--- src/design/gaussian_spot_renderer_core_assert.svh ---
// Assertion macros for the spot renderer; clk_i and rst_ni are taken from the enclosing module.
`ifndef GAUSSIAN_SPOT_RENDERER_CORE_ASSERT_SVH
`define GAUSSIAN_SPOT_RENDERER_CORE_ASSERT_SVH

// Same-cycle implication.
`define GSR_ASSERT_NOW(label, ante, cons) \
  label: assert property (@(posedge clk_i) disable iff (!rst_ni) (ante) |-> (cons)) \
    else $error("gsr: same-cycle check failed");

// Next-cycle implication.
`define GSR_ASSERT_NEXT(label, ante, cons) \
  label: assert property (@(posedge clk_i) disable iff (!rst_ni) (ante) |=> (cons)) \
    else $error("gsr: next-cycle check failed");

`endif

--- src/design/gsr_pkg.sv ---
`timescale 1ns / 1ps
`default_nettype none

package gsr_pkg;

  localparam int SPOT_PIXELS = 7;
  localparam int MESH        = 4;
  localparam int MM          = MESH * MESH;
  localparam int HALF        = SPOT_PIXELS / 2;
  localparam int LM          = SPOT_PIXELS * MESH;
  localparam int HALFL       = LM / 2;
  localparam int PIX_W       = (SPOT_PIXELS > 1) ? $clog2(SPOT_PIXELS) : 1;

  localparam int COORD_W = 20;
  localparam int PEAK_W  = 16;
  localparam int SW_W    = 12;
  localparam int CFG_W   = 13;
  localparam int POS_W   = 12;
  localparam int BND_W   = 15;
  localparam logic [CFG_W-1:0] IMAGE_LIMIT = 13'd4096;

  // subsample offsets and squared radius
  localparam int DI_W  = $clog2(LM) + 2;
  localparam int S_RAW = $clog2(2 * HALFL * HALFL + 1);
  localparam int S_W   = (S_RAW > 0) ? S_RAW : 1;

  // reciprocal of MESH^2 * sigma^2, scaled by 2^DIV_M
  localparam int DIV_M = S_W + 31;
  localparam int SH    = DIV_M - 31;
  localparam int K_W   = DIV_M - 10;
  localparam logic [K_W-1:0] K_MAX = {1'b1, {(K_W-1){1'b0}}};
  localparam int D_W   = 2 * SW_W + $clog2(MM + 1);
  localparam int CNT_W = $clog2(DIV_M + 1);

  localparam int EXP_BITS = 20;
  localparam int ACC_W    = 17;
  localparam logic [ACC_W-1:0] EXP_ONE = 17'h10000;
  localparam logic [15:0] EXP_TAB [EXP_BITS] = '{
    16'd65535, 16'd65534, 16'd65532, 16'd65528, 16'd65520, 16'd65504, 16'd65472,
    16'd65408, 16'd65280, 16'd65026, 16'd64520, 16'd63520, 16'd61565, 16'd57835,
    16'd51039, 16'd39750, 16'd24109, 16'd8869,  16'd1200,  16'd22
  };

  localparam int LANE_LAT = EXP_BITS + 3;

  typedef struct packed {
    logic                    valid;
    logic                    empty;
    logic signed [BND_W-1:0] ixbase;
    logic signed [BND_W-1:0] iybase;
    logic [PIX_W-1:0]        pxlo;
    logic [PIX_W-1:0]        pxhi;
    logic [PIX_W-1:0]        pylo;
    logic [PIX_W-1:0]        pyhi;
    logic [PEAK_W-1:0]       peak;
    logic [K_W-1:0]          k;
    logic [D_W-1:0]          d;
  } gsr_spot_t;

  typedef struct packed {
    logic [POS_W-1:0]  ix;
    logic [POS_W-1:0]  iy;
    logic              last;
    logic [PEAK_W-1:0] peak;
  } gsr_meta_t;

endpackage

`default_nettype wire

--- src/design/gsr_setup.sv ---
`timescale 1ns / 1ps
`default_nettype none

// Per-spot setup: footprint clipping, sigma^2 and a restoring reciprocal.
module gsr_setup (
  input  logic                          clk_i,
  input  logic                          rst_ni,
  input  logic                          start_i,
  output logic                          busy_o,
  input  logic [gsr_pkg::COORD_W-1:0]   spot_x_i,
  input  logic [gsr_pkg::COORD_W-1:0]   spot_y_i,
  input  logic [gsr_pkg::PEAK_W-1:0]    peak_i,
  input  logic [gsr_pkg::SW_W-1:0]      sw_i,
  input  logic [gsr_pkg::CFG_W-1:0]     wlim_i,
  input  logic [gsr_pkg::CFG_W-1:0]     hlim_i,
  input  logic                          take_i,
  output gsr_pkg::gsr_spot_t            spot_o
);

  typedef enum logic [3:0] {
    ST_IDLE = 4'b0001,
    ST_MUL  = 4'b0010,
    ST_DIV  = 4'b0100,
    ST_DONE = 4'b1000
  } gsr_state_e;

  localparam int BW = gsr_pkg::BND_W;
  localparam int PW = gsr_pkg::PIX_W;
  localparam int DW = gsr_pkg::D_W;
  localparam logic signed [BW-1:0] HALF_B = BW'(gsr_pkg::HALF);
  localparam logic signed [BW-1:0] TOP_B  = BW'(gsr_pkg::SPOT_PIXELS - 1);

  gsr_state_e state_q, state_d;
  logic [gsr_pkg::CNT_W-1:0] cnt_q, cnt_d;

  logic                    accept;
  logic [gsr_pkg::COORD_W:0] sumx, sumy;
  logic signed [BW-1:0]    x0, y0, lox, hix, loy, hiy;
  logic                    empty_c;

  logic                    empty_q;
  logic signed [BW-1:0]    ixb_q, iyb_q;
  logic [PW-1:0]           pxlo_q, pxhi_q, pylo_q, pyhi_q;
  logic [gsr_pkg::PEAK_W-1:0] peak_q;
  logic [gsr_pkg::SW_W-1:0]   sw_q;
  logic [DW-1:0]           d_q;
  logic [DW-1:0]           rem_q;
  logic [DW:0]             rem_n;
  logic                    ge;
  logic [gsr_pkg::DIV_M:0] quo_q;

  assign busy_o = (state_q != ST_IDLE);
  assign accept = start_i && !busy_o;

  always_comb begin
    sumx    = {1'b0, spot_x_i} + (gsr_pkg::COORD_W+1)'(128);
    sumy    = {1'b0, spot_y_i} + (gsr_pkg::COORD_W+1)'(128);
    x0      = $signed(BW'(sumx[gsr_pkg::COORD_W:8]));
    y0      = $signed(BW'(sumy[gsr_pkg::COORD_W:8]));
    lox     = HALF_B - x0;
    loy     = HALF_B - y0;
    hix     = $signed(BW'(wlim_i)) - BW'(1) + HALF_B - x0;
    hiy     = $signed(BW'(hlim_i)) - BW'(1) + HALF_B - y0;
    empty_c = (hix < 0) || (lox > TOP_B) || (lox > hix) ||
              (hiy < 0) || (loy > TOP_B) || (loy > hiy);
  end

  always_comb begin
    state_d = state_q;
    cnt_d   = cnt_q;
    case (state_q)
      ST_IDLE: if (start_i) state_d = ST_MUL;
      ST_MUL: begin
        state_d = ST_DIV;
        cnt_d   = gsr_pkg::CNT_W'(gsr_pkg::DIV_M);
      end
      ST_DIV: begin
        cnt_d = cnt_q - 1'b1;
        if (cnt_q == '0) state_d = ST_DONE;
      end
      ST_DONE: if (take_i) state_d = ST_IDLE;
      default: state_d = ST_IDLE;
    endcase
  end

  always_ff @(posedge clk_i or negedge rst_ni) begin
    if (!rst_ni) begin
      state_q <= ST_IDLE;
      cnt_q   <= '0;
    end else begin
      state_q <= state_d;
      cnt_q   <= cnt_d;
    end
  end

  // dividend is a single one at bit DIV_M
  assign rem_n = {rem_q, (cnt_q == gsr_pkg::CNT_W'(gsr_pkg::DIV_M))};
  assign ge    = rem_n >= {1'b0, d_q};

  always_ff @(posedge clk_i) begin
    if (accept) begin
      empty_q <= empty_c;
      ixb_q   <= x0 - HALF_B;
      iyb_q   <= y0 - HALF_B;
      pxlo_q  <= (lox < 0) ? '0 : lox[PW-1:0];
      pylo_q  <= (loy < 0) ? '0 : loy[PW-1:0];
      pxhi_q  <= (hix > TOP_B) ? TOP_B[PW-1:0] : hix[PW-1:0];
      pyhi_q  <= (hiy > TOP_B) ? TOP_B[PW-1:0] : hiy[PW-1:0];
      peak_q  <= peak_i;
      sw_q    <= (sw_i == '0) ? gsr_pkg::SW_W'(1) : sw_i;
    end
    case (state_q)
      ST_MUL: begin
        d_q   <= DW'(sw_q) * DW'(sw_q) * DW'(gsr_pkg::MM);
        rem_q <= '0;
        quo_q <= '0;
      end
      ST_DIV: begin
        rem_q <= ge ? DW'(rem_n - {1'b0, d_q}) : rem_n[DW-1:0];
        quo_q <= {quo_q[gsr_pkg::DIV_M-1:0], ge};
      end
      default: ;
    endcase
  end

  always_comb begin
    spot_o.valid  = (state_q == ST_DONE);
    spot_o.empty  = empty_q;
    spot_o.ixbase = ixb_q;
    spot_o.iybase = iyb_q;
    spot_o.pxlo   = pxlo_q;
    spot_o.pxhi   = pxhi_q;
    spot_o.pylo   = pylo_q;
    spot_o.pyhi   = pyhi_q;
    spot_o.peak   = peak_q;
    spot_o.d      = d_q;
    spot_o.k      = (quo_q > (gsr_pkg::DIV_M+1)'(gsr_pkg::K_MAX)) ?
                    gsr_pkg::K_MAX : quo_q[gsr_pkg::K_W-1:0];
  end

endmodule

`default_nettype wire
--- config.mk ---
export PLATFORM = sky130hd
export DESIGN_NAME = gsr_setup
export DESIGN_NICKNAME = d
export VERILOG_FILES = /design/src/design/gaussian_spot_renderer_core_assert.svh /design/src/design/gsr_pkg.sv /design/src/design/gsr_setup.sv
export SDC_FILE = /design/constraint.sdc
export NUM_CORES = 1
export LEC_CHECK = 0
export BUFFER_PORTS_ARGS = -buffer_cell sky130_fd_sc_hd__buf_2
export CAP_MARGIN = 20
export CORE_MARGIN = 2
export CORE_UTILIZATION = 40
export CTS_CLUSTER_DIAMETER = 50
export DETAILED_ROUTE_END_ITERATION = 7
export SYNTH_ARGS = -nofsm -noshare
export SYNTH_HDL_FRONTEND = slang
export SYNTH_SLANG_ARGS = --single-unit
--- constraint.sdc ---
create_clock -name clk_i -period 8.56 [get_ports clk_i]
set_clock_uncertainty 0.2 [all_clocks]
set_input_delay 0.428 -clock clk_i [delete_from_list [all_inputs] [get_ports clk_i]]
set_output_delay 0.428 -clock clk_i [all_outputs]
set_load 0.02 [all_outputs]
==> key figures, run 1 <==
Final layout
  – Final instance area: about 18000 um^2
  – Final #Nets: approximately 2200
  – Ratio of cells with drive above 1 in the final layout: between 15 and 20%
  – Layout area overhead: 15.4%

GRT
  – Antenna violations before repair: 2
  – GR Overflow Total: 0
  – Largest net degree at the start of global routing: about 70
  – Vias in the first global route: ~12000
  – Gr usage total: ~18%
  – Global-route wire length before repair: just over 60 mm

Worst hold path
  – Hold WC Path Type: primary input to flip-flop
  – End of the worst hold path: state_q[3]
  – Worst hold path depth: 3
  – Start point of the worst hold path: take_i

Job
  – MaxCap Viol Count: 0

Placement
  – Dpl hpwl: roughly 28 mm
  – Pre-CTS WS: around 2.2 ns
  – PortBufs: 197
  – Routability congestion estimate: approximately 0.9
  – Placed cell area: about 17000 um^2

Critical path
  – Crit path launch type: flip-flop
  – Capture point of the worst reg-to-reg path: d_q[26]
  – Critical Path RT: ~8.6 ns
  – CP Class: flip-flop to flip-flop
  – Arr. time, crit path: slightly above 6 ns
  – Setup crit start: sw_q[9]
  – R2r startpoint: sw_q[9]
  – Reg2reg path depth: 17
  – Crit Path Max Fanout: 12
  – Capturing element type of the critical path: flip-flop
  – Register-to-register setup slack: 2.39 ns

Floorplanning
  – # IOs: about 220
  – Die Wd: between 200 and 250 um
  – Starting Density: between 40% and 50%
  – Die height: 202 um
  – Die area: slightly above 40000 um^2
  – Site Rows: between 70 and 80
  – Core area: between 30000 and 40000 um^2

Clocking
  – CTS tree: built
  – CTS Root Cell: clkbuf_16
  – Worst skew pair latency: between 0.4 and 0.5 ns
  – CTS Buf Count: 17
  – H-tree depth: 4
  – Max Root-Sink Buffers: 2
  – Worst-path clk slew: 0.07 ns
  – Post-CTS sizing: 0
  – Sink Count: about 170

Route
  – Vias per inst: around 5.1
  – Via count: ~12000
  – First-pass iteration count of the detailed router: 7
  – Residual DRC: 0
  – Total wire length: approximately 36 mm
  – 1st-iter DRT viols: 553
  – Routed Antenna Nets: 0
  – DR WL/cell: roughly 16 um

STA
  – Fin Hold WS: 0.0378 ns
  – Final Cycle Share: ~72%
  – Final min period: 6.17 ns
  – TNS Setup: 0 ns
  – Worst slew pin tran: ~0.96 ns
  – Fin. Hold Viols: 0
  – Highest Clock Rate: between 0.15 and 0.2 GHz
  – RSZ-0062 raised after global routing: false
  – Final worst slack: about 2.4 ns
  – Rel. slew slack: a little over a third
  – Final-report setup violation count: 0
  – Max-slew violation count: 0

Synth
  – Top cell type's share of synthesized area: ~31%
  – EDFF count, synth: 162
  – Synthesized instance count: 1595
  – Count leader, synth: inv_1
  – Number of synthesized register bits: about 170
  – Post-synthesis compound-gate area fraction: 10.1%
  – Async set or reset register ratio after synthesis: about 5.8%
  – Yosys Warn Count: 0
  – Multiplexer area fraction after synthesis: 0.455%
  – Top FF cell, synth: edfxtp_1
  – Largest family of logic cells by synthesized area: adder cells
  – Commonest cells post-synth: 185 x inv_1, 173 x ha_1, 162 x edfxtp_1, 118 x and2_1, 114 x nand2_1
  – Distinct cells, synth: 84
  – Synth area leader: edfxtp_1
  – Synth Area in Adders: 24.2%
  – Post-Synth Simple-Gate Area: about 18%
  – Synth Area in XOR/XNOR: slightly above 8%
  – Area contributors post-synth: edfxtp_1 31%, ha_1 14%, fa_1 10%, xnor2_1 4.9%, and2_1 4.7%
  – Syn Area/Cell: about 10 um^2
  – Synth Cell Area: around 16000 um^2
  – Seq/Total Area, Yosys: approximately 33%

Outcome
  – Status: completed
[metal layers]
metal	share of wire [%]	vias up	global-route usage, %
met5	0	-	0
met4	2.3	0	5.44
met3	4.5	51	4.05
met2	48	238	31.2
met1	45	5769	23.6
li1	-	5910	-
[kinds of logic after synthesis]
kind of cell    after synthesis
xor+xnor                    144
buf+inv                     242
mux                           7
simple gates                536
compound gates              238
fa+ha+maj                   255
flops                       172
other cells                   1
[final cells by class]
type,instances,area [um^2]
flip-flops and latches,172,5120
repair buffers,234,1360
diodes,2,5.00
clock inverters,15,200
well taps,518,648
inverters,186,698
multi-input cells,1188,9650
clock buffers,17,425
fillers,3691,20500
[flip-flops by register name, indices dropped and copies added (netlist names)]
| register | cells |
|---|---|
| quo_q | 41 |
| rem_q | 29 |
| d_q | 23 |
| peak_q | 16 |
| ixb_q | 14 |
| iyb_q | 14 |
| sw_q | 12 |
| cnt_q | 6 |
| state_q | 4 |
| pxhi_q | 3 |
| pxlo_q | 3 |
| pyhi_q | 3 |
| pylo_q | 3 |
| empty_q | 1 |
[how the worst max path moves through the flow]
stage,endpoint,slack [ns],cells after the start
global route,d_q[27],2.06,18
CTS,d_q[26],2.42,17
floorplan,d_q[26],2.90,18
finish,d_q[26],2.39,17
global placement,empty_q,2.32,22
detailed placement,empty_q,2.19,22
[critical path, cell delays in order (launching register included)]
cell	delay (ns)
edfxtp_1	0.65
inv_1	0.23
nor2_1	0.28
fa_1	0.49
fa_1	0.51
fa_1	0.54
inv_1	0.05
fa_1	0.53
inv_1	0.05
fa_1	0.47
ha_1	0.40
and3_1	0.21
a21oi_1	0.13
o21ai_1	0.13
o41a_1	0.36
a41o_1	0.27
o41ai_1	0.33
xnor2_1	0.10
[repair_timing]
item | in CTS | in global routing
setup buffers | 0 | 0
hold buffers | 29 | 0
hold endpoints to repair | 38 | 0
[through the flow]
step / util [%] / cells
5_1_grt: 46.8 / 2332
6_report: 46.8 / 2332
2_1_floorplan: - / 1602
3_5_place_dp: 44.4 / 2268
4_1_cts: 46.7 / 2329
3_3_place_gp: 44.4 / 2268
[layout by cell type (no fill, tap or decap), drive strengths merged, types with 13 or more instances in the layout]
cell	Yosys	layout
a31oi	13	13
nand3	41	41
fa	81	81
ha	173	173
nor3	40	40
nand2	115	115
xnor2	89	89
nor2	87	87
a21oi	78	78
inv	186	191
edfxtp	162	162
xor2	55	55
dlygate4sd3	0	29
and2	118	118
and3	13	13
o21ai	40	40
nor2b	19	19
or2	16	16
clkbuf	41	17
a21o	18	18
nand2b	15	15
nand4	13	13
buf	15	205
nor4	23	23
Power of run 1 is left out: the tool's default activity adds up to more than one toggle a clock period on the data nets, which glitch-free logic cannot reach.
==> run 2: changes to the inputs <==
- clock period: 8.56 -> 6 ns (I/O delays scaled with it)
==> run 2 against run 1 <==
  * Die area stayed put
  * First-iteration DRC count is 6.5% lower
  * Utilization is 1.0 points higher
  * Global-route usage is 0.10 points lower
  * Final cell count is 2.2% higher
  * Clock-buffer cell count stayed put
  * Cell area is 2.2% higher
  * Worst hold slack better by 0.0072 ns
  * Flip-flop and latch count stayed put
  * Sequential share of layout area is 0.61 points lower
  * Via count is 1.0% higher
  * Non-clock buffer count is 51 higher
  * Highest routed layer unchanged
==> key figures, run 2 (synthesis results as in run 1) <==
GRT
  – Antenna violations before repair: 2 (unchanged)
  – Global-route wire length before repair: 60.8 mm (+0.15%)
  – Largest net degree at the start of global routing: 52 (-28%)
  – Vias in the first global route: 12476 (+1.2%)
  – Gr usage total: 18.3% (-0.10 points)
  – GR Overflow Total: 0 (unchanged)

Outcome
  – Status: completed

Clocking
  – H-tree depth: 4 (unchanged)
  – Worst skew pair latency: 0.45 ns (about the same)
  – Worst-path clk slew: 0.08 ns (about the same)
  – CTS tree: built
  – Max Root-Sink Buffers: 2 (unchanged)
  – CTS Buf Count: 17 (unchanged)
  – CTS Root Cell: clkbuf_16
  – Sink Count: 172 (unchanged)

Floorplanning
  – Die height: 202 um (unchanged)
  – Die area: 40800 um^2 (unchanged)
  – Die Wd: 202 um (unchanged)
  – Core area: 38600 um^2 (unchanged)
  – Starting Density: 40.6% (unchanged)
  – # IOs: 218 (unchanged)
  – Site Rows: 72 (unchanged)

STA
  – Highest Clock Rate: 0.175 GHz (+7.9%)
  – Max-slew violation count: 0 (unchanged)
  – Fin. Hold Viols: 0 (unchanged)
  – Final Cycle Share: 95.3% (+23 points)
  – Final min period: 5.72 ns (-0.454 ns)
  – Rel. slew slack: 28.4% (-7.6 points)
  – TNS Setup: 0 ns (unchanged)
  – Worst slew pin tran: 1.07 ns (+0.113 ns)
  – Final-report setup violation count: 0 (unchanged)

Route
  – Met1 WL: 16.7 mm (+1.0%)
  – Total wire length: 36.6 mm (+0.83%)
  – Metal2 WL: 17.9 mm (+3.0%)
  – Top sig layer: met4
  – 1st-iter DRT viols: 517 (-6.5%)
  – Routed Antenna Nets: 0 (unchanged)
  – Vias per inst: 5.07 (-1.2%)
  – DR WL/cell: 15.4 um (-1.3%)
  – Routed met3 length: 1.67 mm (+3.0%)
  – First-pass iteration count of the detailed router: 5 (-2)
  – Residual DRC: 0 (unchanged)
  – Via count: 12088 (+1.0%)

Placement
  – Dpl hpwl: 28.6 mm (+2.0%)
  – Routability congestion estimate: 0.878 (-0.94%)
  – Placed cell area: 17400 um^2 (+1.3%)
  – PortBufs: 197 (unchanged)

Critical path
  – R2r startpoint: sw_q[5]
  – Most numerous cell on the critical path: fa_1
  – Capture point of the worst reg-to-reg path: d_q[27]
  – Crit path launch type: flip-flop
  – Capturing element type of the critical path: flip-flop
  – CP Class: flip-flop to flip-flop
  – Reg2reg path depth: 19 (+2)
  – CP cell instances: clkbuf_4, nand2_1, fa_1, inv_1, fa_1, inv_1, fa_1, fa_1, inv_1, fa_1, ha_1, and3_1, o221ai_1, a31oi_1, nand4_1, a31oi_2, a21oi_1, o21bai_1, xnor2_1
  – Register-to-register setup slack: 0.28 ns (-2.11 ns)
  – Crit Path Max Fanout: 7 (-5)
  – Critical-path top delay cell: fa_1
  – Critical Path RT: 6.00 ns (-2.56 ns)
  – Arr. time, crit path: 5.72 ns (-0.45 ns)
  – Crit path largest cell delay: 0.54 ns (-0.11 ns)

Final layout
  – Layout filler cell count: 3639 (-1.4%)
  – Most frequent cells in the layout: 198 x buf_2, 184 x inv_1, 171 x ha_1, 162 x edfxtp_1, 115 x and2_1
  – Regs by FF count: quo_q x41, rem_q x29, d_q x23
  – Ratio of cells with drive above 1 in the final layout: 18.5% (+2.7 points)
  – Final #Nets: 2202 (+2.4%)
  – Final instance area: 18500 um^2 (+2.2%)
  – Layout area overhead: 17.9%
  – Biggest register: quo_q
  – Max FFs per register: 41 (unchanged)
  – Leading cell type in the layout, fill and taps excluded: buf_2

Job
  – MaxCap Viol Count: 0 (unchanged)

Worst hold path
  – Hold WC Path Type: primary input to asynchronous set/reset pin
run 2: cell types whose count changed in the layout (fill, tap and decap cells not counted), sizes merged:
cell         previous run  this run
buf                   205       252
dlygate4sd3            29        32
inv                   191       194
bufinv                  1         0
clkbuf                 17        18
clkinv                  7         6
clkinvlp                2         1
run 2: final cells by class:
| type | instances | area (um^2) | area share (%) |
|---|---|---|---|
| repair buffers | 285 | 1730 | 9.34 |
| well taps | 518 | 648 | 3.50 |
| clock buffers | 17 | 425 | 2.30 |
| inverters | 186 | 698 | 3.77 |
| diodes | 2 | 5.00 | 0.0271 |
| flip-flops and latches | 172 | 5120 | 27.7 |
| clock inverters | 15 | 169 | 0.913 |
| multi-input cells | 1188 | 9710 | 52.5 |
run 2: worst max-delay path by stage:
stage / startpoint / endpoint / slack, ns
after floorplan: sw_q[9] / d_q[26] / 0.34
after global placement: sw_q[5] / d_q[26] / 0.16
after detailed placement: spot_y_i[7] / empty_q / 0.11
after CTS: sw_q[4] / d_q[26] / 0.05
after global routing: sw_q[4] / d_q[26] / -0.004
final: sw_q[5] / d_q[27] / 0.28
run 2: stage by stage:
step / util (%) / std cells / hold slack [ns] / setup WS, ns
global route: 47.9 / 2383 / 0.0461 / -0.00422
CTS: 47.3 / 2361 / 0.0312 / 0.0478
floorplan: - / 1602 / -0.196 / 0.342
global placement: 44.9 / 2297 / -0.0260 / 0.161
finish: 47.9 / 2383 / 0.0450 / 0.282
detailed placement: 44.9 / 2297 / -0.0261 / 0.106
run 2: repair_timing:
item                                    CTS  global route
endpoints found under the hold margin    41             0
hold buffers                             32             0
endpoints found under the setup margin    0             3
gates resized for setup                   0            17
setup buffers                             0            20
run 2: critical path, delay by kind of cell, from the launching register on:
family	cells	cell delay [ns]
adders and majority gates	6	2.89
AOI/OAI and AO/OA	5	0.90
DFF	1	0.52
and+or+nand+nor	3	0.48
buffers and inverters	4	0.41
xor gates and xnor gates	1	0.08
run 2: layer usage:
| metal | up-vias | GRT usage (%) |
|---|---|---|
| met1 | 5820 | 23.4 |
| met3 | 21 | 3.55 |
| met4 | 0 | 4.18 |
| met2 | 229 | 32.0 |
| li1 | 6018 | - |
| met5 | - | 0 |
Power of run 2 is left out for the same reason.
